`config.mk`:
```
export PLATFORM = sky130hd
export DESIGN_NAME = pidic_mul
export DESIGN_NICKNAME = d
export VERILOG_FILES = /design/src/sv/pidic_pkg.sv /design/src/sv/pidic_mul.sv
export SDC_FILE = /design/constraint.sdc
export NUM_CORES = 2
export LEC_CHECK = 0
export BUFFER_PORTS_ARGS = -buffer_cell sky130_fd_sc_hd__buf_2
export CAP_MARGIN = 20
export CORE_UTILIZATION = 38
export CTS_BUF_LIST = sky130_fd_sc_hd__clkbuf_2
export CTS_CLUSTER_DIAMETER = 60
export CTS_CLUSTER_SIZE = 28
export DETAILED_ROUTE_END_ITERATION = 6
export SYNTH_ARGS = -nofsm -noshare
export SYNTH_HDL_FRONTEND = slang
export SYNTH_SLANG_ARGS = --single-unit
```
`constraint.sdc`:
```
create_clock -name clock -period 9.3 [get_ports clock]
set_clock_uncertainty 0.1 [all_clocks]
set_input_delay 0.93 -clock clock [delete_from_list [all_inputs] [get_ports clock]]
set_output_delay 0.93 -clock clock [all_outputs]
set_load 0.03 [all_outputs]
```
`src/sv/pidic_pkg.sv`:
```
`default_nettype none

package pidic_pkg;

   localparam int FRAC_BITS = 16;
   localparam int DATA_W    = 32;
   localparam int TIME_W    = 24;
   localparam int LIMIT_W   = 47;
   localparam int INTEG_W   = 48;
   localparam int CSR_IDX_W = 3;
   localparam int CSR_W     = LIMIT_W;

   localparam int MUL_W     = 32;
   localparam int PROD_W    = 2 * MUL_W;
   localparam int DIFF_W    = DATA_W + 1;
   localparam int QUO_W     = DIFF_W + FRAC_BITS;
   localparam int ACC_W     = QUO_W + MUL_W;
   localparam int SHR_W     = ACC_W - FRAC_BITS;
   localparam int CAP_EXP   = 60;
   localparam int TERM_W    = CAP_EXP + 2;
   localparam int SUM_W     = TERM_W + 1;
   localparam int DIV_CNT_W = $clog2(QUO_W + 1);

   localparam logic [TERM_W-1:0] TERM_CAP = TERM_W'(1) << CAP_EXP;
   localparam logic signed [DATA_W-1:0] GAIN_ONE = DATA_W'(1) << FRAC_BITS;
   localparam logic signed [DATA_W-1:0] DATA_MAX = {1'b0, {(DATA_W-1){1'b1}}};
   localparam logic signed [DATA_W-1:0] DATA_MIN = {1'b1, {(DATA_W-1){1'b0}}};
   localparam logic signed [INTEG_W-1:0] INTEG_MAX = {1'b0, {(INTEG_W-1){1'b1}}};
   localparam logic signed [INTEG_W-1:0] INTEG_MIN = {1'b1, {(INTEG_W-1){1'b0}}};

   typedef enum logic [CSR_IDX_W-1:0] {
      REG_PROP_GAIN      = 3'd0,
      REG_INTEG_GAIN     = 3'd1,
      REG_DERIV_GAIN     = 3'd2,
      REG_INTEGRAL_LIMIT = 3'd3,
      REG_SETPOINT       = 3'd4
   } reg_index_type;

   typedef struct packed {
      logic signed [DATA_W-1:0] prop_gain;
      logic signed [DATA_W-1:0] integ_gain;
      logic signed [DATA_W-1:0] deriv_gain;
      logic [LIMIT_W-1:0]       integral_limit;
      logic signed [DATA_W-1:0] setpoint;
   } cfg_type;

   typedef struct packed {
      logic             valid;
      logic             clear;
      logic             high;
      logic [MUL_W-1:0] op_a;
      logic [MUL_W-1:0] op_b;
   } mul_req_type;

   typedef struct packed {
      logic              start;
      logic [QUO_W-1:0]  dividend;
      logic [TIME_W-1:0] divisor;
   } div_req_type;

   typedef struct packed {
      logic             done;
      logic [QUO_W-1:0] quotient;
   } div_rsp_type;

   function automatic logic [DATA_W-1:0] mag_data(input logic signed [DATA_W-1:0] x);
      return x[DATA_W-1] ? DATA_W'(-x) : DATA_W'(x);
   endfunction

   function automatic logic [DIFF_W-1:0] mag_diff(input logic signed [DIFF_W-1:0] x);
      return x[DIFF_W-1] ? DIFF_W'(-x) : DIFF_W'(x);
   endfunction

   function automatic logic [INTEG_W-1:0] mag_integ(input logic signed [INTEG_W-1:0] x);
      return x[INTEG_W-1] ? INTEG_W'(-x) : INTEG_W'(x);
   endfunction

   function automatic logic signed [DATA_W-1:0] sat_err(input logic signed [DIFF_W-1:0] x);
      if (x[DIFF_W-1] != x[DATA_W-1]) begin
         return x[DIFF_W-1] ? DATA_MIN : DATA_MAX;
      end
      return x[DATA_W-1:0];
   endfunction

   function automatic logic signed [INTEG_W-1:0] sat_integ(input logic signed [TERM_W-1:0] x);
      if ((&x[TERM_W-1:INTEG_W-1]) || !(|x[TERM_W-1:INTEG_W-1])) begin
         return x[INTEG_W-1:0];
      end
      return x[TERM_W-1] ? INTEG_MIN : INTEG_MAX;
   endfunction

   // Drop the fraction bits, cap the magnitude, then apply the sign.
   function automatic logic signed [TERM_W-1:0] term_of(input logic [ACC_W-1:0] acc,
                                                        input logic neg);
      logic [SHR_W-1:0]  m;
      logic [TERM_W-1:0] c;
      m = acc[ACC_W-1:FRAC_BITS];
      if (m > SHR_W'(TERM_CAP)) begin
         c = TERM_CAP;
      end else begin
         c = TERM_W'(m);
      end
      return neg ? -signed'(c) : signed'(c);
   endfunction

endpackage

`default_nettype wire

```
`src/sv/pidic_mul.sv`:
```
`default_nettype none

module pidic_mul import pidic_pkg::*; (
   input  wire logic             clock,
   input  wire logic             reset,
   input  wire mul_req_type      mul_req,
   output logic [ACC_W-1:0]      mul_acc
);

   logic [PROD_W-1:0] prod_ff, prod_in;
   logic              valid_ff, clear_ff, high_ff;
   logic [ACC_W-1:0]  acc_ff, acc_in;
   logic [ACC_W-1:0]  addend;

   assign prod_in = PROD_W'(mul_req.op_a) * PROD_W'(mul_req.op_b);
   assign addend  = high_ff ? (ACC_W'(prod_ff) << MUL_W) : ACC_W'(prod_ff);

   always_comb begin
      acc_in = acc_ff;
      if (valid_ff) begin
         acc_in = (clear_ff ? '0 : acc_ff) + addend;
      end
   end

   always_ff @(posedge clock) begin
      if (reset) begin
         valid_ff <= 1'b0;
         clear_ff <= 1'b0;
         high_ff  <= 1'b0;
      end else begin
         valid_ff <= mul_req.valid;
         clear_ff <= mul_req.clear;
         high_ff  <= mul_req.high;
      end
      prod_ff <= prod_in;
      acc_ff  <= acc_in;
   end

   assign mul_acc = acc_ff;

endmodule

`default_nettype wire

```
=== Word-level counts from Yosys, hierarchy flattened ===
Cells that the tools add are included.

* Register bits: 148
* Input bits: 69
* Output and inout bits: 81
* Word-level logic and storage cells: 9

* Add/sub/neg operators: 1
* Multiply operators: 1
* Mux-type cells: 2

{| class="wikitable"
|+ Operator list
! cell !! number
|-
| 81-bit two-way mux || 2
|-
| 81-bit adder || 1
|-
| 32-bit by 32-bit multiplier with 64-bit output || 1
|}

=== Longest topological paths before layout ===
* Depth in word-level cells: 2
* Depth in mapped cells: 28
* Depth with buffers taken out: 26

=== Least setup slack after synthesis ===
No wires, ideal clock.

* Path type: input -> register
* Start point: input mul_req[42] (netlist name)
* End point: register prod_ff[61]
* Setup time: 0.070 ns
* Arrival: 7.703 ns
* Required time: 9.130 ns
* Slack: 1.427 ns
* Stages: 25
* Path buffers: 1
* Cell sequence: clkbuf_1 -> and2_1 -> fa_1 -> inv_1 -> fa_1 -> inv_1 -> fa_1 -> inv_1 -> fa_1 -> inv_1 -> fa_1 -> fa_1 -> fa_1 -> fa_1 -> ha_1 -> a21o_1 -> a21o_1 -> a211o_1 -> a22o_1 -> nor4_2 -> o31ai_2 -> a221o_1 -> a21oi_1 -> o21ai_0 -> a21oi_1

* Longest elaborated chain between the ends: 1

{| class="wikitable"
|+ RTL lines
! item !! line !! source
|-
| start, declared || pidic_mul.sv:6 || <nowiki>input wire mul_req_type mul_req,</nowiki>
|-
| 32-bit by 32-bit multiplier with 64-bit output || pidic_mul.sv:15 || <nowiki>assign prod_in = PROD_W'(mul_req.op_a) * PROD_W'(mul_req.op_b);</nowiki>
|-
| net prod_in[61] || pidic_mul.sv:10 || <nowiki>logic [PROD_W-1:0] prod_ff, prod_in;</nowiki>
|-
| end signal, assigned || pidic_mul.sv:35 || <nowiki>prod_ff <= prod_in;</nowiki>
|-
| end, declared || pidic_mul.sv:10 ||
|}

The timed path passes the listed nets, and every way through them passes these cells.
A chain may end at the register's enable or synchronous reset.

=== Final worst setup path ===
* Start point: input mul_req[54] (netlist name)
* End point: register prod_ff[63]

Same word-level chain as after synthesis.

==> metrics.md <==
| Metric | Value |
|---|---|
| Warnings from Yosys | `0` |
| Post-DRT Antenna Nets | `0` |
| Count of pins over their slew limit | `0` |
| Initial antenna violation count | `7` |
| Clock Latency Late Sink | `about 0.84 ns` |
| Synth async-reset ratio | `0%` |
| Area leader, netlist | `fa_1` |
| Post-Syn Area | `0.0431 sq mm` |
| Post-synth top flop | `edfxtp_1` |
| Hold Crit Class | `input port to register` |
| Die Height | `339 um` |
| DIE WIDTH | `approximately 340 um` |
| GR Util All Layers | `22.9%` |
| First-pass DRT Iterations | `5` |
| Final core occ | `40.4%` |
| Critical path type | `input port to register` |
| TritonCTS Sinks | `148` |
| Setup Fix Bufs, Post-CTS | `0` |
| Die area | `about 0.11 sq mm` |
| Status | `finished, final reports clean` |
| I/O pin total | `150` |
| Initial drt markers | `2253` |
| Crit-path max FO | `32` |
| Fmax | `121 MHz` |
| Most frequent cells after synthesis | `inv_1 (909), fa_1 (897), and2_1 (618), nand2_1 (553), ha_1 (343)` |
| Root Buffer | `clkbuf_2` |
| Post-DP HPWL | `between 100000 and 150000 um` |
| Hold Buf Count CTS | `0` |
| First-pass GRT wire length | `203000 um` |
| Gr ovfl total | `0` |
| FF-to-FF setup slack | `4.15 ns` |
| Port bufs | `between 100 and 150` |
| Row count | `123` |
| Initial Util | `38.3%` |
| Drt total wl | `~130000 um` |
| Largest net degree at the start of global routing | `53` |
| Post-synthesis sequential area ratio | `8.75%` |
| Synth top area share | `about two fifths` |
| DRC Markers | `0` |
| Cell variety after synth | `68` |
| Yosys reg bits | `148` |
| Final hold vios | `0` |
| Tmin final | `8.26 ns` |
| Slew @ Worst Pin | `0.921 ns` |
| Cells after Synth | `4745` |
| Relative slew slack | `38.6%` |
| Critical path startpoint category | `input port` |
| Post-DR vias/cell | `approximately 5.1` |
| Setup tns final | `0 ns` |
| RSZ-0062 raised after global routing | `false` |
| Final #Nets | `roughly 6000` |
| Final period util | `about nine tenths` |
| # resized after CTS | `0` |
| Layout cells sized above 1 | `between 6 and 7%` |
| CTS Buf Count | `17` |
| Post-synth EDFFs | `81` |
| CTS tree | `built` |
| Synth area leaders | `fa_1 (42%), ha_1 (10%), and2_1 (9.0%)` |
| Routed length per placed instance | `roughly 21 um` |
| Syn_area_per_cell | `9.09 sq um` |
| CP required | `9.95 ns` |
| WP data arrival | `8.90 ns` |
| Top-count cell post-synth | `inv_1` |
| Core area | `0.112 sq mm` |
| CTS H-Tree Depth | `4` |
| Critical path endpoint category | `register` |
| Final setup fails | `0` |
| Post-synth net total | `6054` |
| Clk slew on worst S/H paths | `0.21 ns` |
| Via count | `31900` |
| Area Growth Syn to Fin | `5.37%` |
| Max Cap Viol | `0` |
| Clock tree buffer depth | `2` |
| Vias in the first global route | `33800` |
| Routability-driven placement congestion ratio | `0.913` |
## metrics by stage
step | cell area (sq um) | setup WS [ns] | hold slack [ns] | cells
6_report | 45400 | 1.04 | 0.158 | 6218
5_1_grt | 45400 | 0.787 | 0.0965 | 6216
4_1_cts | 45400 | 1.17 | 0.0639 | 6215
3_5_place_dp | 45200 | 0.245 | 0.606 | 6183
3_3_place_gp | 45200 | 0.347 | 0.615 | 6183
2_1_floorplan | 43100 | 1.43 | 0.532 | 4745
## cells by family (layout without fill, tap and decap cells)
group	Yosys count	after routing	synth area share [%]
and+or+nand+nor	1515	1515	18.3
adders and majority gates	1240	1240	51.6
buffers and inverters	1177	1147	10.3
AOI/OAI and AO/OA	496	496	7.42
DFF	148	148	8.75
xor gates and xnor gates	137	137	2.78
muxes	32	32	0.836
other	0	3	0
## worst paths after layout
check         startpoint     endpoint  cells after the start
max reg2reg      high_ff  mul_acc[80]                     13
min                reset      high_ff                      2
max          mul_req[54]  prod_ff[63]                     26
min reg2reg     valid_ff  mul_acc[77]                      0
## critical path, stage by stage
cell and delay, ns:
buf_2 0.69, nand2_1 0.18, fa_1 0.53, inv_1 0.05, fa_1 0.48, inv_1 0.08, fa_1 0.53, inv_1 0.05
fa_1 0.48, fa_1 0.62, fa_1 0.46, fa_1 0.51, inv_1 0.05, fa_1 0.50, inv_1 0.05, ha_1 0.35
and2_0 0.30, and3_1 0.22, inv_1 0.07, a211oi_1 0.51, nor4_2 0.17, o31ai_2 0.37, a31oi_1 0.17, o21ai_1 0.23
a31oi_1 0.13, xnor2_1 0.17
## cell type report
class / count / area, sq um
fillers: 11200 / 67100
multi-input cells: 3420 / 34900
flip-flops and latches: 148 / 3780
inverters: 909 / 3410
well taps: 1500 / 1880
repair buffers: 206 / 1170
clock inverters: 11 / 160
clock buffers: 21 / 105
diodes: 3 / 7.51
## sequential cells by signal (all words and copies together) (netlist names)
register  cells
clear_ff      1
high_ff       1
mul_acc      81
prod_ff      64
valid_ff      1
## placed cells by master, fill, tap and decap left out, drive strengths merged, types with 4 or more instances in the layout
cell type,instances
a211o,6
a211oi,14
a21boi,5
a21o,67
a21oi,166
a221o,11
a221oi,4
a31oi,25
a41oi,6
and2,619
and3,18
and4,7
buf,206
bufinv,4
clkbuf,21
clkinv,5
dfxtp,67
edfxtp,81
fa,897
ha,343
inv,911
mux2,32
nand2,553
nand2b,13
nand3,25
nand4,43
nor2,69
nor2b,124
nor3,21
o211ai,12
o21a,23
o21ai,97
o21bai,31
o31ai,8
or2,6
or3,6
xnor2,86
xor2,51
## per-layer routing
layer | GRT usage [%] | up-vias | wire, um
met5 | 0 | - | 18
met4 | 4.82 | 4 | 2510
met3 | 4.10 | 140 | 9740
met2 | 35.9 | 1123 | 58500
met1 | 33.0 | 16300 | 59400
li1 | - | 14400 | -
Power is not shown: default switching activity piles up to over one toggle a cycle in this logic, so the estimate is an artifact.
