[config.mk]
export PLATFORM = sky130hd
export DESIGN_NAME = pidic_div
export DESIGN_NICKNAME = d
export VERILOG_FILES = /design/src/sv/pidic_pkg.sv /design/src/sv/pidic_div.sv
export SDC_FILE = /design/constraint.sdc
export NUM_CORES = 1
export LEC_CHECK = 0
export ABC_AREA = 1
export BUFFER_PORTS_ARGS = -buffer_cell sky130_fd_sc_hd__buf_2
export CORE_MARGIN = 2
export CORE_UTILIZATION = 45
export CTS_BUF_LIST = sky130_fd_sc_hd__clkbuf_16
export DETAILED_ROUTE_END_ITERATION = 8
export PLACE_DENSITY = 0.67
export SYNTH_ARGS = -nofsm -noshare
export SYNTH_HDL_FRONTEND = slang
export SYNTH_SLANG_ARGS = --single-unit
[constraint.sdc]
create_clock -name clock -period 2.7 [get_ports clock]
set_input_delay 0.54 -clock clock [delete_from_list [all_inputs] [get_ports clock]]
set_output_delay 0.54 -clock clock [all_outputs]
set_load 0.01 [all_outputs]
[src/sv/pidic_pkg.sv]
`default_nettype none

package pidic_pkg;

   localparam int FRAC_BITS = 16;
   localparam int DATA_W    = 32;
   localparam int TIME_W    = 24;
   localparam int LIMIT_W   = 47;
   localparam int INTEG_W   = 48;
   localparam int CSR_IDX_W = 3;
   localparam int CSR_W     = LIMIT_W;

   localparam int MUL_W     = 32;
   localparam int PROD_W    = 2 * MUL_W;
   localparam int DIFF_W    = DATA_W + 1;
   localparam int QUO_W     = DIFF_W + FRAC_BITS;
   localparam int ACC_W     = QUO_W + MUL_W;
   localparam int SHR_W     = ACC_W - FRAC_BITS;
   localparam int CAP_EXP   = 60;
   localparam int TERM_W    = CAP_EXP + 2;
   localparam int SUM_W     = TERM_W + 1;
   localparam int DIV_CNT_W = $clog2(QUO_W + 1);

   localparam logic [TERM_W-1:0] TERM_CAP = TERM_W'(1) << CAP_EXP;
   localparam logic signed [DATA_W-1:0] GAIN_ONE = DATA_W'(1) << FRAC_BITS;
   localparam logic signed [DATA_W-1:0] DATA_MAX = {1'b0, {(DATA_W-1){1'b1}}};
   localparam logic signed [DATA_W-1:0] DATA_MIN = {1'b1, {(DATA_W-1){1'b0}}};
   localparam logic signed [INTEG_W-1:0] INTEG_MAX = {1'b0, {(INTEG_W-1){1'b1}}};
   localparam logic signed [INTEG_W-1:0] INTEG_MIN = {1'b1, {(INTEG_W-1){1'b0}}};

   typedef enum logic [CSR_IDX_W-1:0] {
      REG_PROP_GAIN      = 3'd0,
      REG_INTEG_GAIN     = 3'd1,
      REG_DERIV_GAIN     = 3'd2,
      REG_INTEGRAL_LIMIT = 3'd3,
      REG_SETPOINT       = 3'd4
   } reg_index_type;

   typedef struct packed {
      logic signed [DATA_W-1:0] prop_gain;
      logic signed [DATA_W-1:0] integ_gain;
      logic signed [DATA_W-1:0] deriv_gain;
      logic [LIMIT_W-1:0]       integral_limit;
      logic signed [DATA_W-1:0] setpoint;
   } cfg_type;

   typedef struct packed {
      logic             valid;
      logic             clear;
      logic             high;
      logic [MUL_W-1:0] op_a;
      logic [MUL_W-1:0] op_b;
   } mul_req_type;

   typedef struct packed {
      logic              start;
      logic [QUO_W-1:0]  dividend;
      logic [TIME_W-1:0] divisor;
   } div_req_type;

   typedef struct packed {
      logic             done;
      logic [QUO_W-1:0] quotient;
   } div_rsp_type;

   function automatic logic [DATA_W-1:0] mag_data(input logic signed [DATA_W-1:0] x);
      return x[DATA_W-1] ? DATA_W'(-x) : DATA_W'(x);
   endfunction

   function automatic logic [DIFF_W-1:0] mag_diff(input logic signed [DIFF_W-1:0] x);
      return x[DIFF_W-1] ? DIFF_W'(-x) : DIFF_W'(x);
   endfunction

   function automatic logic [INTEG_W-1:0] mag_integ(input logic signed [INTEG_W-1:0] x);
      return x[INTEG_W-1] ? INTEG_W'(-x) : INTEG_W'(x);
   endfunction

   function automatic logic signed [DATA_W-1:0] sat_err(input logic signed [DIFF_W-1:0] x);
      if (x[DIFF_W-1] != x[DATA_W-1]) begin
         return x[DIFF_W-1] ? DATA_MIN : DATA_MAX;
      end
      return x[DATA_W-1:0];
   endfunction

   function automatic logic signed [INTEG_W-1:0] sat_integ(input logic signed [TERM_W-1:0] x);
      if ((&x[TERM_W-1:INTEG_W-1]) || !(|x[TERM_W-1:INTEG_W-1])) begin
         return x[INTEG_W-1:0];
      end
      return x[TERM_W-1] ? INTEG_MIN : INTEG_MAX;
   endfunction

   // Drop the fraction bits, cap the magnitude, then apply the sign.
   function automatic logic signed [TERM_W-1:0] term_of(input logic [ACC_W-1:0] acc,
                                                        input logic neg);
      logic [SHR_W-1:0]  m;
      logic [TERM_W-1:0] c;
      m = acc[ACC_W-1:FRAC_BITS];
      if (m > SHR_W'(TERM_CAP)) begin
         c = TERM_CAP;
      end else begin
         c = TERM_W'(m);
      end
      return neg ? -signed'(c) : signed'(c);
   endfunction

endpackage

`default_nettype wire

[src/sv/pidic_div.sv]
`default_nettype none

module pidic_div import pidic_pkg::*; (
   input  wire logic        clock,
   input  wire logic        reset,
   input  wire div_req_type div_req,
   output div_rsp_type      div_rsp
);

   logic [TIME_W-1:0]    rem_ff, rem_in;
   logic [QUO_W-1:0]     quo_ff, quo_in;
   logic [TIME_W-1:0]    dvs_ff, dvs_in;
   logic [DIV_CNT_W-1:0] cnt_ff, cnt_in;
   logic                 busy_ff, busy_in;
   logic                 done_ff, done_in;
   logic [TIME_W:0]      shifted;
   logic [TIME_W+1:0]    trial;

   assign shifted = {rem_ff, quo_ff[QUO_W-1]};
   assign trial   = {1'b0, shifted} - {2'b00, dvs_ff};

   always_comb begin
      rem_in  = rem_ff;
      quo_in  = quo_ff;
      dvs_in  = dvs_ff;
      cnt_in  = cnt_ff;
      busy_in = busy_ff;
      done_in = done_ff;
      if (div_req.start) begin
         rem_in  = '0;
         quo_in  = div_req.dividend;
         dvs_in  = div_req.divisor;
         cnt_in  = DIV_CNT_W'(QUO_W);
         busy_in = 1'b1;
         done_in = 1'b0;
      end else if (busy_ff) begin
         // restoring step: one quotient bit per cycle, MSB first
         if (trial[TIME_W+1]) begin
            rem_in = shifted[TIME_W-1:0];
            quo_in = {quo_ff[QUO_W-2:0], 1'b0};
         end else begin
            rem_in = trial[TIME_W-1:0];
            quo_in = {quo_ff[QUO_W-2:0], 1'b1};
         end
         cnt_in = cnt_ff - 1'b1;
         if (cnt_ff == DIV_CNT_W'(1)) begin
            busy_in = 1'b0;
            done_in = 1'b1;
         end
      end
   end

   always_ff @(posedge clock) begin
      if (reset) begin
         cnt_ff  <= '0;
         busy_ff <= 1'b0;
         done_ff <= 1'b0;
      end else begin
         cnt_ff  <= cnt_in;
         busy_ff <= busy_in;
         done_ff <= done_in;
      end
      rem_ff <= rem_in;
      quo_ff <= quo_in;
      dvs_ff <= dvs_in;
   end

   assign div_rsp.done     = done_ff;
   assign div_rsp.quotient = quo_ff;

endmodule

`default_nettype wire

== Word level (Yosys, flattened, before mapping) ==
Index checks and enable logic that the tools add are counted.

* Flip-flop bits (word level): 105
* Output and inout port bits: 50

* $add $sub $neg: 2
* Eq/ne operators: 1
* Mux-type cells: 9
* Reductions and logical operators: 3

{| class="wikitable"
|+ Operator list
! cell !! count
|-
| 49-bit 2-to-1 mux || 2
|-
| 25-bit by 24-bit subtractor with 26-bit output || 1
|-
| 24-bit 2-to-1 mux || 1
|-
| 6-bit 2-to-1 mux || 2
|-
| 6-bit by 1-bit == test with 1-bit output, second input constant || 1
|-
| 6-bit by 1-bit subtractor with 6-bit output, second input constant || 1
|-
| 1-bit 2-to-1 mux || 4
|-
| 2-bit AND reduction || 1
|-
| 2-bit nonzero test || 1
|-
| 2-bit OR reduction || 1
|}

== Longest topological paths before layout ==
* Word-level depth: 4
* Depth in mapped cells: 15
* Mapped depth without buffers: 15

== Worst setup path after synthesis ==
OpenSTA, ideal clock, no wires.

* Kind: input to register
* From: in div_req[73] (netlist name)
* To: reg quo_ff[0], enable pin
* Library setup time: 0.407 ns
* Data arrival time: 1.874 ns
* Required time: 2.293 ns
* Path slack: 0.419 ns
* Stages: 3
* Buffers on the path: 1
* Cells stage by stage: clkbuf_1 > nor2_1 > inv_1

* Longest elaborated chain between the ends: 1

{| class="wikitable"
|+ Ends and longest elaborated chain
! what !! RTL line !! RTL
|-
| start, declared || pidic_div.sv:6 || <nowiki>input wire div_req_type div_req,</nowiki>
|-
| 2-bit nonzero test (no line) || -- ||
|-
| end signal, assigned || pidic_div.sv:64 || <nowiki>quo_ff <= quo_in;</nowiki>
|-
| end, declared || pidic_div.sv:11 || <nowiki>logic [QUO_W-1:0] quo_ff, quo_in;</nowiki>
|}

Every way passes these cells.
A chain may end at the register's enable or synchronous reset.

== Worst setup path in the final report ==
* From: reg dvs_ff[21]
* To: reg rem_ff[1]

* Longest elaborated chain between the ends: 2

{| class="wikitable"
|+ Ends and longest elaborated chain
! what !! RTL line !! RTL
|-
| start, declared || pidic_div.sv:12 || <nowiki>logic [TIME_W-1:0] dvs_ff, dvs_in;</nowiki>
|-
| start signal, assigned || pidic_div.sv:65 || <nowiki>dvs_ff <= dvs_in;</nowiki>
|-
| 25-bit by 24-bit subtractor with 26-bit output || pidic_div.sv:20 || <nowiki>assign trial = {1'b0, shifted} - {2'b00, dvs_ff};</nowiki>
|-
| 24-bit 2-to-1 mux || pidic_div.sv:38 || <nowiki>if (trial[TIME_W+1]) begin</nowiki>
|-
| end signal, assigned || pidic_div.sv:63 || <nowiki>rem_ff <= rem_in;</nowiki>
|-
| end, declared || pidic_div.sv:10 || <nowiki>logic [TIME_W-1:0] rem_ff, rem_in;</nowiki>
|}

Every way passes these cells.

==> impl_metrics.csv <==
group,metric,value,unit
power,share_of_power_burned_in_combinational_logic,14.8,%
drt,detail_route.iter0.violations,241,
placement,rd_place_congestion,0.944,
floorplan,core.rowCount,43,
grt,grt_pass1_vias,5309,
drt,detail-route-antenna-nets,0,
power,power.leakage,4.01,nW
finish,layout.cell_area.non_filler,0.00752,mm²
synthesis,post_synth_instance_area,0.00642,mm²
finish,flow.area_growth_from_synthesis,17.1,%
cts,clk-insertion-delay-late,360,ps
finish,drive_above_1_share,22.5,%
synthesis,cell_with_the_most_instances_after_synthesis,"nand2_1",
power,switching_fraction_of_total_power,27.5,%
finish,fillerInstances,1382,
drt,via_count,5475,
run,drv.max_cap_violation_count,0,
cts,number_of_sinks_handled_by_clock_tree_synthesis,105,
power,finalPower,3.73,mW
synthesis,post_synth_num_cell_types,41,
setup_path,critical_path_required,2930,ps
cts,gates_resized_cts_repair,0,
cts,clock_path_buffers,2,
synthesis,synth-edff-count,73,
sta,fin_ws,415,ps
floorplan,coreArea,0.0139,mm²
synthesis,ys_dominant_reg_cell,"edfxtp_1",
synthesis,synth.top_cells.by_area,"edfxtp_1, nand2_1, dfxtp_1",
placement,place_worst_setup_slack,413,ps
power,cellPowerDensity,497,mW/mm²
sta,rsz0062_at_grt,"false",
floorplan,starting_density_of_the_core,46.1,%
grt,antenna_found_initial,0,
cts,cts_post_setup_buffers_inserted,0,
drt,detail_route.first_pass.iterations,5,
sta,slew_viol_final,0,
synthesis,post-synth-top-area-cell,"edfxtp_1",
sta,clock-skew-final,9.27,ps
power,clock_power_share,33.5,%
synthesis,synthDominantCellAreaShare,34.1,%
floorplan,die_x,123,µm
cts,cts_inserted_buffers,9,
setup_path,critical_path.startpoint,"dvs_ff[21]",
power,peakVddDrop,288,µV
drt,detail_route.vias_per_cell,4.74,
grt,global_route_wire_length_before_repair,25.6,mm
min_path,holdCritPathClass,"input pin to register",
synthesis,synth-warning-count,0,
floorplan,die_area,0.0152,mm²
synthesis,syn-instance-count,845,
synthesis,synth-seq-area-share,44.1,%
placement,dp.cells,1139,
finish,antenna-diode-count,0,
synthesis,post_syn_nets,948,
power,switchingPower,1.03,mW
setup_path,criticalPathCategory,"register to register",
grt,gr-usage-all-layers,21.9,%
synthesis,synth_seq_cells,105,
drt,drt_drc_violations_left,0,
cts,path_clk_slew,70,ps
sta,fin_tns_setup,0,ps
setup_path,cp-endpoint,"rem_ff[1]",
finish,multi_input_area,0.00295,mm²
sta,worstMarginPinSlew,421,ps
setup_path,ff2ff_setup_slack,410,ps
power,seqPwrFrac,51.7,%
floorplan,ios,126,
synthesis,ys_async_sr_fraction,0,%
setup_path,path_max_fanout,24,
synthesis,synth.cells.most_frequent,"nand2_1, inv_1, edfxtp_1",
setup_path,critPathLaunchType,"register",
setup_path,reg_to_reg_end,"rem_ff[1]",
cts,cts_tree,"yes",
sta,timing.max_slew.rel_slack,71.9,%
setup_path,cp_data_arrival_time,2520,ps
run_status,outcome,"complete, no violations",
power,p_int,2.71,mW
cts,cts_root_buf,"clkbuf_16",
placement,post_place_instance_area,0.00724,mm²
drt,wl,15.7,mm
setup_path,timing.critical_path.to_type,"register",
grt,globalRouteOverflowTotal,0,
sta,layout_min_cycle_time,2290,ps
finish,ff_latch_area,0.00283,mm²
sta,hold_violations,0,
sta,final_setup_viols,0,
grt,grt_max_degree,39,
finish,design.final.nets,1073,
sta,fmaxAchievable,438,MHz
drt,wl_per_cell,13.6,µm
placement,portBuffers,125,
setup_path,worst_r2r_startpoint,"dvs_ff[21]",
setup_path,worstRegToRegCells,11,
synthesis,synth_area_per_cell,7.60,µm²
cts,htree_num_levels,3,
sta,post-route-period-util,84.6,%
placement,dp_hpwl,11.7,mm
cts,postCtsHoldBufs,0,
finish,finalNonFillerCells,1155,
floorplan,die_h,123,µm
==> flip-flops by register name, indices dropped and copies added, names as in the netlist <==
name and count:
quo_ff 49, dvs_ff 24, rem_ff 24, cnt_ff 6, busy_ff 1, done_ff 1
==> final cells by class <==
type	count	area share, %
sequential	105	37.7
clock inverter	7	0.649
multi-input combinational	582	39.2
inverter	135	6.74
timing repair buffer	137	9.69
clock buffer	9	3.00
tap	180	3.00
==> metrics by stage <==
stage | utilization [%] | hold WS [ps]
6_report | 53.9 | 351
5_1_grt | 53.9 | 344
4_1_cts | 53.9 | 338
3_5_place_dp | 52.0 | 466
3_3_place_gp | 52.0 | 460
2_1_floorplan | - | 438
==> metal layers <==
| metal | GRT usage, % | up-vias | routed length [µm] |
|---|---|---|---|
| met4 | 9.30 | 0 | 359 |
| met1 | 28.4 | 2433 | 7240 |
| met3 | 4.98 | 20 | 1020 |
| met5 | 0 | - | 0 |
| met2 | 35.1 | 152 | 7040 |
| li1 | - | 2870 | - |
==> cell families after synthesis <==
family,synth area share [%]
and+or+nand+nor,36.4
DFF,44.1
adders and majority gates,5.38
AOI/OAI and AO/OA,2.61
buffers and inverters,9.98
xor gates and xnor gates,1.50
==> worst max-delay path, stage by stage (launching register included) <==
cell,delay (ps)
edfxtp_1,330
inv_1,40
ha_1,390
nand2_1,150
nor3_2,210
nand2_2,120
nor2_4,120
nand2_4,140
nand2_4,370
nand2_1,110
nand3_1,80
o21ai_0,80
==> how the worst min path moves through the flow <==
stage                startpoint  cells after the start         end  slack (ps)
CTS                 div_req[21]                      1  dvs_ff[21]         340
finish              div_req[21]                      1  dvs_ff[21]         350
detailed placement   rem_ff[10]                      2  rem_ff[10]         470
global route        div_req[22]                      1  dvs_ff[22]         340
global placement     rem_ff[10]                      2  rem_ff[10]         460
floorplan               done_ff                      2     done_ff         440
==> cells in the final DEF, fill, tap and decap left out, types with 2 or more instances in the layout <==
cell type / instances
a211oi_1: 2
a21oi_1: 12
a31oi_1: 2
buf_2: 125
buf_4: 11
clkbuf_16: 9
dfxtp_1: 32
edfxtp_1: 73
ha_1: 26
inv_1: 129
inv_2: 7
inv_6: 2
nand2_1: 357
nand2_2: 31
nand2_4: 2
nand3_1: 37
nand3_2: 17
nand3b_1: 20
nand4_1: 5
nor2_1: 31
nor2_2: 3
nor2_4: 3
nor3_1: 2
o21ai_0: 8
o21bai_1: 2
xnor2_1: 8
xor2_1: 3
==> power by group through the flow <==
stage	Combinational (mW)	Clock (mW)	Sequential [mW]
final	0.554	1.25	1.93
after global routing	0.624	1.34	1.95
after CTS	0.559	1.29	1.93
after detailed placement	0.559	0	1.96
after global placement	0.555	0	1.96
after floorplan	0.292	0	1.99
Power figures use the tool's default switching activity.
