File: src/sv/pidic_pkg.sv
`default_nettype none

package pidic_pkg;

   localparam int FRAC_BITS = 16;
   localparam int DATA_W    = 32;
   localparam int TIME_W    = 24;
   localparam int LIMIT_W   = 47;
   localparam int INTEG_W   = 48;
   localparam int CSR_IDX_W = 3;
   localparam int CSR_W     = LIMIT_W;

   localparam int MUL_W     = 32;
   localparam int PROD_W    = 2 * MUL_W;
   localparam int DIFF_W    = DATA_W + 1;
   localparam int QUO_W     = DIFF_W + FRAC_BITS;
   localparam int ACC_W     = QUO_W + MUL_W;
   localparam int SHR_W     = ACC_W - FRAC_BITS;
   localparam int CAP_EXP   = 60;
   localparam int TERM_W    = CAP_EXP + 2;
   localparam int SUM_W     = TERM_W + 1;
   localparam int DIV_CNT_W = $clog2(QUO_W + 1);

   localparam logic [TERM_W-1:0] TERM_CAP = TERM_W'(1) << CAP_EXP;
   localparam logic signed [DATA_W-1:0] GAIN_ONE = DATA_W'(1) << FRAC_BITS;
   localparam logic signed [DATA_W-1:0] DATA_MAX = {1'b0, {(DATA_W-1){1'b1}}};
   localparam logic signed [DATA_W-1:0] DATA_MIN = {1'b1, {(DATA_W-1){1'b0}}};
   localparam logic signed [INTEG_W-1:0] INTEG_MAX = {1'b0, {(INTEG_W-1){1'b1}}};
   localparam logic signed [INTEG_W-1:0] INTEG_MIN = {1'b1, {(INTEG_W-1){1'b0}}};

   typedef enum logic [CSR_IDX_W-1:0] {
      REG_PROP_GAIN      = 3'd0,
      REG_INTEG_GAIN     = 3'd1,
      REG_DERIV_GAIN     = 3'd2,
      REG_INTEGRAL_LIMIT = 3'd3,
      REG_SETPOINT       = 3'd4
   } reg_index_type;

   typedef struct packed {
      logic signed [DATA_W-1:0] prop_gain;
      logic signed [DATA_W-1:0] integ_gain;
      logic signed [DATA_W-1:0] deriv_gain;
      logic [LIMIT_W-1:0]       integral_limit;
      logic signed [DATA_W-1:0] setpoint;
   } cfg_type;

   typedef struct packed {
      logic             valid;
      logic             clear;
      logic             high;
      logic [MUL_W-1:0] op_a;
      logic [MUL_W-1:0] op_b;
   } mul_req_type;

   typedef struct packed {
      logic              start;
      logic [QUO_W-1:0]  dividend;
      logic [TIME_W-1:0] divisor;
   } div_req_type;

   typedef struct packed {
      logic             done;
      logic [QUO_W-1:0] quotient;
   } div_rsp_type;

   function automatic logic [DATA_W-1:0] mag_data(input logic signed [DATA_W-1:0] x);
      return x[DATA_W-1] ? DATA_W'(-x) : DATA_W'(x);
   endfunction

   function automatic logic [DIFF_W-1:0] mag_diff(input logic signed [DIFF_W-1:0] x);
      return x[DIFF_W-1] ? DIFF_W'(-x) : DIFF_W'(x);
   endfunction

   function automatic logic [INTEG_W-1:0] mag_integ(input logic signed [INTEG_W-1:0] x);
      return x[INTEG_W-1] ? INTEG_W'(-x) : INTEG_W'(x);
   endfunction

   function automatic logic signed [DATA_W-1:0] sat_err(input logic signed [DIFF_W-1:0] x);
      if (x[DIFF_W-1] != x[DATA_W-1]) begin
         return x[DIFF_W-1] ? DATA_MIN : DATA_MAX;
      end
      return x[DATA_W-1:0];
   endfunction

   function automatic logic signed [INTEG_W-1:0] sat_integ(input logic signed [TERM_W-1:0] x);
      if ((&x[TERM_W-1:INTEG_W-1]) || !(|x[TERM_W-1:INTEG_W-1])) begin
         return x[INTEG_W-1:0];
      end
      return x[TERM_W-1] ? INTEG_MIN : INTEG_MAX;
   endfunction

   // Drop the fraction bits, cap the magnitude, then apply the sign.
   function automatic logic signed [TERM_W-1:0] term_of(input logic [ACC_W-1:0] acc,
                                                        input logic neg);
      logic [SHR_W-1:0]  m;
      logic [TERM_W-1:0] c;
      m = acc[ACC_W-1:FRAC_BITS];
      if (m > SHR_W'(TERM_CAP)) begin
         c = TERM_CAP;
      end else begin
         c = TERM_W'(m);
      end
      return neg ? -signed'(c) : signed'(c);
   endfunction

endpackage

`default_nettype wire

File: src/sv/pidic_ctrl.sv
`default_nettype none

module pidic_ctrl import pidic_pkg::*; (
   input  wire logic                     clock,
   input  wire logic                     reset,
   input  wire cfg_type                  cfg,
   input  wire logic                     req_valid,
   output logic                          req_ready,
   input  wire logic signed [DATA_W-1:0] req_measured_value,
   input  wire logic [TIME_W-1:0]        req_elapsed_time,
   output logic                          rsp_valid,
   input  wire logic                     rsp_ready,
   output logic signed [DATA_W-1:0]      rsp_drive_value,
   output logic                          rsp_output_saturated,
   output logic                          rsp_derivative_skipped,
   output mul_req_type                   mul_req,
   input  wire logic [ACC_W-1:0]         mul_acc,
   output div_req_type                   div_req,
   input  wire div_rsp_type              div_rsp
);

   typedef enum logic [20:0] {
      S_IDLE     = 21'b000000000000000000001,
      S_ERR      = 21'b000000000000000000010,
      S_P_ISS    = 21'b000000000000000000100,
      S_P_WAIT   = 21'b000000000000000001000,
      S_P_TAKE   = 21'b000000000000000010000,
      S_INC_WAIT = 21'b000000000000000100000,
      S_INC_TAKE = 21'b000000000000001000000,
      S_MAG      = 21'b000000000000010000000,
      S_CLAMP    = 21'b000000000000100000000,
      S_I_LO     = 21'b000000000001000000000,
      S_I_HI     = 21'b000000000010000000000,
      S_I_WAIT   = 21'b000000000100000000000,
      S_I_TAKE   = 21'b000000001000000000000,
      S_DIV_WAIT = 21'b000000010000000000000,
      S_D_LO     = 21'b000000100000000000000,
      S_D_HI     = 21'b000001000000000000000,
      S_D_WAIT   = 21'b000010000000000000000,
      S_D_TAKE   = 21'b000100000000000000000,
      S_SUM1     = 21'b001000000000000000000,
      S_SUM2     = 21'b010000000000000000000,
      S_DONE     = 21'b100000000000000000000
   } state_type;

   state_type                  state_ff, state_in;
   logic signed [DATA_W-1:0]   meas_ff, meas_in;
   logic [TIME_W-1:0]          dt_ff, dt_in;
   logic signed [DATA_W-1:0]   err_ff, err_in;
   logic signed [DATA_W-1:0]   prev_err_ff, prev_err_in;
   logic signed [INTEG_W-1:0]  integ_ff, integ_in;
   logic [INTEG_W-1:0]         imag_ff, imag_in;
   logic                       dneg_ff, dneg_in;
   logic signed [TERM_W-1:0]   p_ff, p_in;
   logic signed [TERM_W-1:0]   i_ff, i_in;
   logic signed [TERM_W-1:0]   d_ff, d_in;
   logic signed [SUM_W-1:0]    sum_ff, sum_in;
   logic                       rsp_valid_ff, rsp_valid_in;
   logic signed [DATA_W-1:0]   drive_ff, drive_in;
   logic                       sat_ff, sat_in;
   logic                       skip_ff, skip_in;

   logic signed [DIFF_W-1:0]   raw_err;
   logic signed [DIFF_W-1:0]   err_diff;
   logic                       dt_zero;
   logic                       sum_fits;
   logic [INTEG_W-1:0]         limit_ext;

   assign raw_err   = DIFF_W'(cfg.setpoint) - DIFF_W'(meas_ff);
   assign err_diff  = DIFF_W'(err_ff) - DIFF_W'(prev_err_ff);
   assign dt_zero   = (dt_ff == '0);
   assign limit_ext = INTEG_W'(cfg.integral_limit);
   assign sum_fits  = (&sum_ff[SUM_W-1:DATA_W-1]) || !(|sum_ff[SUM_W-1:DATA_W-1]);

   always_comb begin
      state_in     = state_ff;
      meas_in      = meas_ff;
      dt_in        = dt_ff;
      err_in       = err_ff;
      prev_err_in  = prev_err_ff;
      integ_in     = integ_ff;
      imag_in      = imag_ff;
      dneg_in      = dneg_ff;
      p_in         = p_ff;
      i_in         = i_ff;
      d_in         = d_ff;
      sum_in       = sum_ff;
      rsp_valid_in = rsp_valid_ff;
      drive_in     = drive_ff;
      sat_in       = sat_ff;
      skip_in      = skip_ff;
      mul_req      = '0;
      div_req      = '0;

      if (rsp_valid_ff && rsp_ready) begin
         rsp_valid_in = 1'b0;
      end

      case (state_ff)
         S_IDLE: begin
            if (req_valid) begin
               meas_in  = req_measured_value;
               dt_in    = req_elapsed_time;
               state_in = S_ERR;
            end
         end
         S_ERR: begin
            err_in   = sat_err(raw_err);
            state_in = S_P_ISS;
         end
         S_P_ISS: begin
            mul_req.valid = 1'b1;
            mul_req.clear = 1'b1;
            mul_req.op_a  = mag_data(cfg.prop_gain);
            mul_req.op_b  = mag_data(err_ff);
            // derivative quotient runs alongside the multiplies
            div_req.start    = !dt_zero;
            div_req.dividend = {mag_diff(err_diff), {FRAC_BITS{1'b0}}};
            div_req.divisor  = dt_ff;
            dneg_in     = err_diff[DIFF_W-1] ^ cfg.deriv_gain[DATA_W-1];
            prev_err_in = err_ff;
            d_in        = '0;
            state_in    = S_P_WAIT;
         end
         S_P_WAIT: begin
            state_in = S_P_TAKE;
         end
         S_P_TAKE: begin
            p_in          = term_of(mul_acc, cfg.prop_gain[DATA_W-1] ^ err_ff[DATA_W-1]);
            mul_req.valid = 1'b1;
            mul_req.clear = 1'b1;
            mul_req.op_a  = mag_data(err_ff);
            mul_req.op_b  = MUL_W'(dt_ff);
            state_in      = S_INC_WAIT;
         end
         S_INC_WAIT: begin
            state_in = S_INC_TAKE;
         end
         S_INC_TAKE: begin
            integ_in = sat_integ(TERM_W'(integ_ff) + term_of(mul_acc, err_ff[DATA_W-1]));
            state_in = S_MAG;
         end
         S_MAG: begin
            imag_in  = mag_integ(integ_ff);
            state_in = S_CLAMP;
         end
         S_CLAMP: begin
            if ((cfg.integ_gain != '0) && (cfg.integral_limit != '0) &&
                (imag_ff > limit_ext)) begin
               integ_in = integ_ff[INTEG_W-1] ? -signed'(limit_ext) : signed'(limit_ext);
               imag_in  = limit_ext;
            end
            state_in = S_I_LO;
         end
         S_I_LO: begin
            mul_req.valid = 1'b1;
            mul_req.clear = 1'b1;
            mul_req.op_a  = mag_data(cfg.integ_gain);
            mul_req.op_b  = imag_ff[MUL_W-1:0];
            state_in      = S_I_HI;
         end
         S_I_HI: begin
            mul_req.valid = 1'b1;
            mul_req.high  = 1'b1;
            mul_req.op_a  = mag_data(cfg.integ_gain);
            mul_req.op_b  = MUL_W'(imag_ff[INTEG_W-1:MUL_W]);
            state_in      = S_I_WAIT;
         end
         S_I_WAIT: begin
            state_in = S_I_TAKE;
         end
         S_I_TAKE: begin
            i_in = term_of(mul_acc, cfg.integ_gain[DATA_W-1] ^ integ_ff[INTEG_W-1]);
            if (dt_zero) begin
               state_in = S_SUM1;
            end else begin
               state_in = S_DIV_WAIT;
            end
         end
         S_DIV_WAIT: begin
            if (div_rsp.done) begin
               state_in = S_D_LO;
            end
         end
         S_D_LO: begin
            mul_req.valid = 1'b1;
            mul_req.clear = 1'b1;
            mul_req.op_a  = mag_data(cfg.deriv_gain);
            mul_req.op_b  = div_rsp.quotient[MUL_W-1:0];
            state_in      = S_D_HI;
         end
         S_D_HI: begin
            mul_req.valid = 1'b1;
            mul_req.high  = 1'b1;
            mul_req.op_a  = mag_data(cfg.deriv_gain);
            mul_req.op_b  = MUL_W'(div_rsp.quotient[QUO_W-1:MUL_W]);
            state_in      = S_D_WAIT;
         end
         S_D_WAIT: begin
            state_in = S_D_TAKE;
         end
         S_D_TAKE: begin
            d_in     = term_of(mul_acc, dneg_ff);
            state_in = S_SUM1;
         end
         S_SUM1: begin
            sum_in   = SUM_W'(p_ff) + SUM_W'(i_ff);
            state_in = S_SUM2;
         end
         S_SUM2: begin
            sum_in   = sum_ff + SUM_W'(d_ff);
            state_in = S_DONE;
         end
         S_DONE: begin
            // hold until the output register is free
            if (!rsp_valid_ff || rsp_ready) begin
               rsp_valid_in = 1'b1;
               sat_in       = !sum_fits;
               skip_in      = dt_zero;
               if (sum_fits) begin
                  drive_in = sum_ff[DATA_W-1:0];
               end else begin
                  drive_in = sum_ff[SUM_W-1] ? DATA_MIN : DATA_MAX;
               end
               state_in = S_IDLE;
            end
         end
         default: begin
            state_in = S_IDLE;
         end
      endcase
   end

   always_ff @(posedge clock) begin
      if (reset) begin
         state_ff     <= S_IDLE;
         prev_err_ff  <= '0;
         integ_ff     <= '0;
         rsp_valid_ff <= 1'b0;
      end else begin
         state_ff     <= state_in;
         prev_err_ff  <= prev_err_in;
         integ_ff     <= integ_in;
         rsp_valid_ff <= rsp_valid_in;
      end
      meas_ff  <= meas_in;
      dt_ff    <= dt_in;
      err_ff   <= err_in;
      imag_ff  <= imag_in;
      dneg_ff  <= dneg_in;
      p_ff     <= p_in;
      i_ff     <= i_in;
      d_ff     <= d_in;
      sum_ff   <= sum_in;
      drive_ff <= drive_in;
      sat_ff   <= sat_in;
      skip_ff  <= skip_in;
   end

   assign req_ready              = (state_ff == S_IDLE);
   assign rsp_valid              = rsp_valid_ff;
   assign rsp_drive_value        = drive_ff;
   assign rsp_output_saturated   = sat_ff;
   assign rsp_derivative_skipped = skip_ff;

endmodule

`default_nettype wire

File: config.mk
export PLATFORM = sky130hd
export DESIGN_NAME = pidic_ctrl
export DESIGN_NICKNAME = d
export VERILOG_FILES = /design/src/sv/pidic_pkg.sv /design/src/sv/pidic_ctrl.sv
export SDC_FILE = /design/constraint.sdc
export NUM_CORES = 2
export LEC_CHECK = 0
export ABC_AREA = 0
export ABC_CLOCK_PERIOD_IN_PS = 13800
export BUFFER_PORTS_ARGS = -buffer_cell sky130_fd_sc_hd__buf_2
export CORE_ASPECT_RATIO = 1.2
export CORE_MARGIN = 5
export CORE_UTILIZATION = 39
export CTS_CLUSTER_DIAMETER = 100
export CTS_CLUSTER_SIZE = 40
export DETAILED_ROUTE_END_ITERATION = 6
export MAX_ROUTING_LAYER = met4
export PLACE_DENSITY = 0.64
export SLEW_MARGIN = 20
export SYNTH_ARGS = -nofsm -noshare
export SYNTH_HDL_FRONTEND = slang
export SYNTH_SLANG_ARGS = --single-unit
File: constraint.sdc
create_clock -name clock -period 13.8 [get_ports clock]
set_input_delay 2.76 -clock clock [delete_from_list [all_inputs] [get_ports clock]]
set_output_delay 2.76 -clock clock [all_outputs]
set_load 0.02 [all_outputs]
=== Yosys cells after proc, flatten, opt, wreduce, memory -nomap -nowiden ===
Index checks and enable logic that the tools add are counted.
Widths: inputs -> output; s select.

* $lt $le $gt $ge: 2
* Equality and inequality tests: 26
* Muxes and demuxes: 47
* Add/subtract/negate cells: 16
* Reductions and logical operators: 30
* Bitwise operators: 3

{| class="wikitable"
|+ Operators by type and width
! operator !! count
|-
| $mux 62 || 9
|-
| $pmux 21 s21 || 1
|-
| $pmux 64 s6 || 1
|-
| $mux 48 || 7
|-
| $mux 32 || 9
|-
| $neg 62->62 || 4
|-
| $pmux 48 s2 || 2
|-
| $neg 32->32 || 4
|-
| $pmux 63 s2 || 1
|-
| $pmux 62 s2 || 1
|-
| $mux 74 || 1
|-
| $sub 32x32->33 || 2
|-
| $gt 65x61->1 const B || 1
|-
| $add 62x62->63 || 1
|-
| $add 63x62->63 || 1
|-
| $mux 21 || 3
|-
| $add 48x62->62 || 1
|-
| $gt 48x47->1 || 1
|-
| $neg 47->48 || 1
|-
| $neg 48->48 || 1
|-
| $reduce_bool 47->1 || 1
|-
| $mux 33 || 1
|-
| $neg 33->33 || 1
|-
| $reduce_and 32->1 || 1
|-
| 40 further kinds || 68
|}

* Bits of input ports: 366
* Register bits: 522

=== Longest topological paths before layout ===
* Word-level depth: 13
* Mapped depth: 39

=== Worst setup path after synthesis ===
No wires, ideal clock.

* Path kind: input -> register
* Start point: in mul_acc[21]
* End point: reg integ_ff[45]
* Slack: 3.364 ns
* Data required time: 13.682 ns
* Cell stages on the path: 39
* Data arrival time: 10.318 ns
* Setup time: 0.118 ns
* Path through: buf_2 nor4_1 nand4_1 or4_1 clkbuf_1 nor3_2 nand3_1 a21oi_1 clkbuf_1 clkbuf_1 buf_2 nand2_1 ha_1 clkbuf_1 o21ai_1 nand2b_1 clkbuf_1 nor2_1 [3 not listed] o21ai_0 ha_1 clkbuf_1 a21o_1 a21o_1 a21oi_1 o211ai_1 o2111a_1 o31ai_1 a21oi_1 a211oi_1 nand4_1 o32ai_2 nor2_1 buf_2 buf_2 a21oi_1 o21ai_1

* Cells in the longest elaborated chain, start to end: 13

{| class="wikitable"
|+ Ends and longest elaborated chain
! what !! RTL line !! source
|-
| from (decl) || pidic_ctrl.sv:17 || <nowiki>input wire logic [ACC_W-1:0] mul_acc,</nowiki>
|-
| $gt 65x61->1 || pidic_pkg.sv:98 || <nowiki>if (m > SHR_W'(TERM_CAP)) begin</nowiki>
|-
| $mux 62 (*) || pidic_pkg.sv:98 ||
|-
| $mux 62 (*) || pidic_ctrl.sv:99 || <nowiki>case (state_ff)</nowiki>
|-
| $neg 62->62 || pidic_pkg.sv:103 || <nowiki>return neg ? -signed'(c) : signed'(c);</nowiki>
|-
| $mux 62 (*) || pidic_pkg.sv:103 ||
|-
| $add 48x62->62 (*) || pidic_ctrl.sv:140 || <nowiki>integ_in = sat_integ(TERM_W'(integ_ff) + term_of(mul_acc, err_ff[DATA_W-1]));</nowiki>
|-
| $reduce_or 15->1 || pidic_pkg.sv:86 || <nowiki>if ((&x[TERM_W-1:INTEG_W-1]) || !(|x[TERM_W-1:INTEG_W-1])) begin</nowiki>
|-
| $logic_not 1->1 || pidic_pkg.sv:86 ||
|-
| $logic_or 1x1->1 || pidic_pkg.sv:86 ||
|-
| $mux 1 || pidic_pkg.sv:86 ||
|-
| $mux 1 || pidic_ctrl.sv:99 ||
|-
| $mux 48 (*) || pidic_pkg.sv:89 || <nowiki>return x[TERM_W-1] ? INTEG_MIN : INTEG_MAX;</nowiki>
|-
| $pmux 48 s2 (*) || pidic_ctrl.sv:99 ||
|-
| to (signal assigned) || pidic_ctrl.sv:243 || <nowiki>integ_ff <= integ_in;</nowiki>
|-
| to (decl) || pidic_ctrl.sv:51 || <nowiki>logic signed [INTEG_W-1:0] integ_ff, integ_in;</nowiki>
|}

Mark *: on every way between the ends. The rest lies on a longest branch, timed or not. The select of a mux whose other input is x is not followed.
A chain may end at the register's enable or synchronous reset.

=== Worst setup path after layout ===
* Start point: in mul_acc[21]
* End point: reg integ_ff[19]

Same word-level chain as after synthesis.

==> run metrics <==
GR Util All Layers=around 28%; DRT antenna net count=0; fin nets=~6600; #FFs+latches synth=about 520; CP Class=primary input to flip-flop; CTS resizes=0; Post-CTS Setup Bufs=0; status=complete, but fails checks; Filler Cells Inserted=~12000; Area Overhead vs Synth=10.8%; via count=between 40000 and 50000; Crit. End Element=flip-flop; TritonCTS clock tree=built; fin area=a little over 50000 sq um; ratio of cells with drive above 1 in the final layout=11.6%; Synth Instances=5648; Iteration-0 DRC Markers=4019; worst hold slack=between 0.4 and 0.5 ns; fin crit share=between 80 and 90%; minimum clock period=around 11 ns; Static Leak=20.4 nW; Starting Density=39.1%; worst vdd ir=a little under 0.00009 V; Final Max Slew Viols=0; H-Tree Depth=1; CP max-delay cell=or4_1; crit start category=primary input; die height=387 microns; clock transition at the registers of the reported paths=0.14 ns; endpoints failing setup=0; # DRC=8; drt via density=around 5.8; wire per inst=23.3 microns; CTS Hold Bufs=0; Pre-antenna DRT Iters=7; largest net degree at the start of global routing=roughly 130; antenna violations before repair=80; Async SR Flop Fraction=0%; endpoints failing hold=0; vias in the first global route=41466; post-synth cell types=98; CTS Buf Count=25; slew margin rel.=16.2%; first-pass GRT wire length=between 200 and 300 mm; Syn Area/Cell=approximately 8 sq um; Setup Skew=around 0.044 ns; DP Wirelength=142 mm; core area=approximately 120000 sq um; FMAX=slightly below 0.09 GHz; setup TNS=0 ns; cell row count=138; utilization after layout=43.4%; Crit path arrival time=about 12 ns; I/O Pins=roughly 540; clk_lat worst skew=~0.68 ns; max-cap violations=0; die area=~130000 sq um; register area share after synthesis=31.8%; Slew @ Worst Pin=roughly 1.3 ns; gr ovfl total=0; failing checks=design-rule violations; Design Power=approximately 3.4 mW; clock sink count=522; wirelength, routed=176 mm; Placed Area=~50000 sq um; Pwr per Cell Area=about 66 nW/um^2; Critical Path Max Stage Delay=between 0.8 and 0.9 ns; synthesis warning total=0; CTS Buffer Depth=3; unrepaired setup endpoints after global routing=no; Post-synth EDFFs=420; crit path max fanout=42; WP data required=14.41 ns; clock root buffer=clkbuf_16; Post-Syn Area=~46000 sq um; GPL Wtd Cong=between 1 and 1.5; die width=324 microns; Tightest Hold Check Type=flip-flop to flip-flop; ys flop type=edfxtp_1; Port-buffer cells=between 500 and 600
## metrics by stage
| step | std cells | worst slack (ns) |
|---|---|---|
| 3_3_place_gp | 7449 | 1.95 |
| 3_5_place_dp | 7449 | 1.87 |
| 5_1_grt | 7536 | 1.88 |
| 2_1_floorplan | 5663 | 3.36 |
| 4_1_cts | 7495 | 2.58 |
| 6_report | 7549 | 2.46 |
## flip-flops by register name (all words and copies together) (netlist names)
signal / flops
rsp_derivative_skipped: 1
err_ff: 32
prev_err_ff: 32
dt_ff: 24
p_ff: 62
state_ff: 21
meas_ff: 32
sum_ff: 63
rsp_drive_value: 32
rsp_valid: 1
rsp_output_saturated: 1
integ_ff: 48
imag_ff: 48
dneg_ff: 1
d_ff: 62
i_ff: 62
## cell usage after synthesis (77+ instances only)
library cell	count	area share [%]
nand4_1	77	1.0
clkbuf_1	274	2.2
nor2_1	476	3.9
a21oi_1	523	5.7
nand2_1	675	5.5
a21o_1	176	2.9
edfxtp_1	420	27
o21ai_0	470	5.1
ha_1	317	8.6
dfxtp_1	102	4.4
xor2_1	280	5.3
inv_1	249	2.0
nor3_1	90	0.98
xnor2_1	318	6.0
## cell usage in the layout, fill, tap and decap left out, types with 70 or more instances in the layout
master / instances
nand3_1: 72
ha_1: 317
o31ai_1: 70
xor2_1: 278
nor3_1: 90
or3_1: 71
nand2_1: 673
a21o_1: 175
xnor2_1: 316
nand4_1: 77
nor2_1: 472
dfxtp_1: 101
edfxtp_1: 420
buf_2: 510
a21oi_1: 520
o21ai_0: 470
inv_1: 248
## where the power goes
group	switching, mW	total, mW	internal [mW]
clock network	0.655	1.05	0.393
registers	0.0252	1.74	1.72
logic	0.370	0.584	0.214
## routing by layer
metal | part of all wire (%) | track usage [%] | up-vias | routed length, microns
li1 | - | - | 21087 | -
met1 | 39 | 31.8 | 20235 | 67700
met2 | 46 | 44.1 | 1760 | 81200
met3 | 6.6 | 3.97 | 462 | 11500
met4 | 8.6 | 19.0 | 0 | 15200
met5 | 0 | - | - | 0
## worst max-delay path: cells and delay by family
kind	cells	cell delay, ns
and+or+nand+nor	11	3.80
AOI/OAI and AO/OA	14	3.31
buffers and inverters	4	1.18
adders and majority gates	1	0.42
xor gates and xnor gates	1	0.39
## cells by family (layout without fill, tap and decap cells)
kind of cell	count (synthesis)	in the layout	share of synthesized area (%)
adders and majority gates	323	323	8.84
buffers and inverters	563	855	4.75
muxes	16	16	0.350
xor gates and xnor gates	598	598	11.4
and+or+nand+nor	1891	1891	19.5
AOI/OAI and AO/OA	1734	1734	23.4
DFF	522	522	31.8
other	1	70	0.00814
## worst paths after layout
| check | from | end | slack (ns) | cells after the start |
|---|---|---|---|---|
| setup reg to reg | err_ff[31] | integ_ff[19] | 7.93 | 19 |
| hold / removal | prev_err_ff[26] | prev_err_ff[26] | 0.46 | 2 |
| hold reg to reg | prev_err_ff[26] | prev_err_ff[26] | 0.46 | 2 |
| setup / recovery | mul_acc[21] | integ_ff[19] | 2.46 | 31 |
## layout make-up
class | instances | area (sq um) | area share, %
well taps | 1540 | 1930 | 3.77
inverters | 250 | 941 | 1.84
multi-input cells | 4578 | 29400 | 57.6
repair buffers | 559 | 2950 | 5.76
diodes | 54 | 135 | 0.264
clock inverters | 20 | 413 | 0.808
clock buffers | 26 | 629 | 1.23
flip-flops and latches | 522 | 14700 | 28.7
No activity file was read; power rests on OpenSTA's default activity.
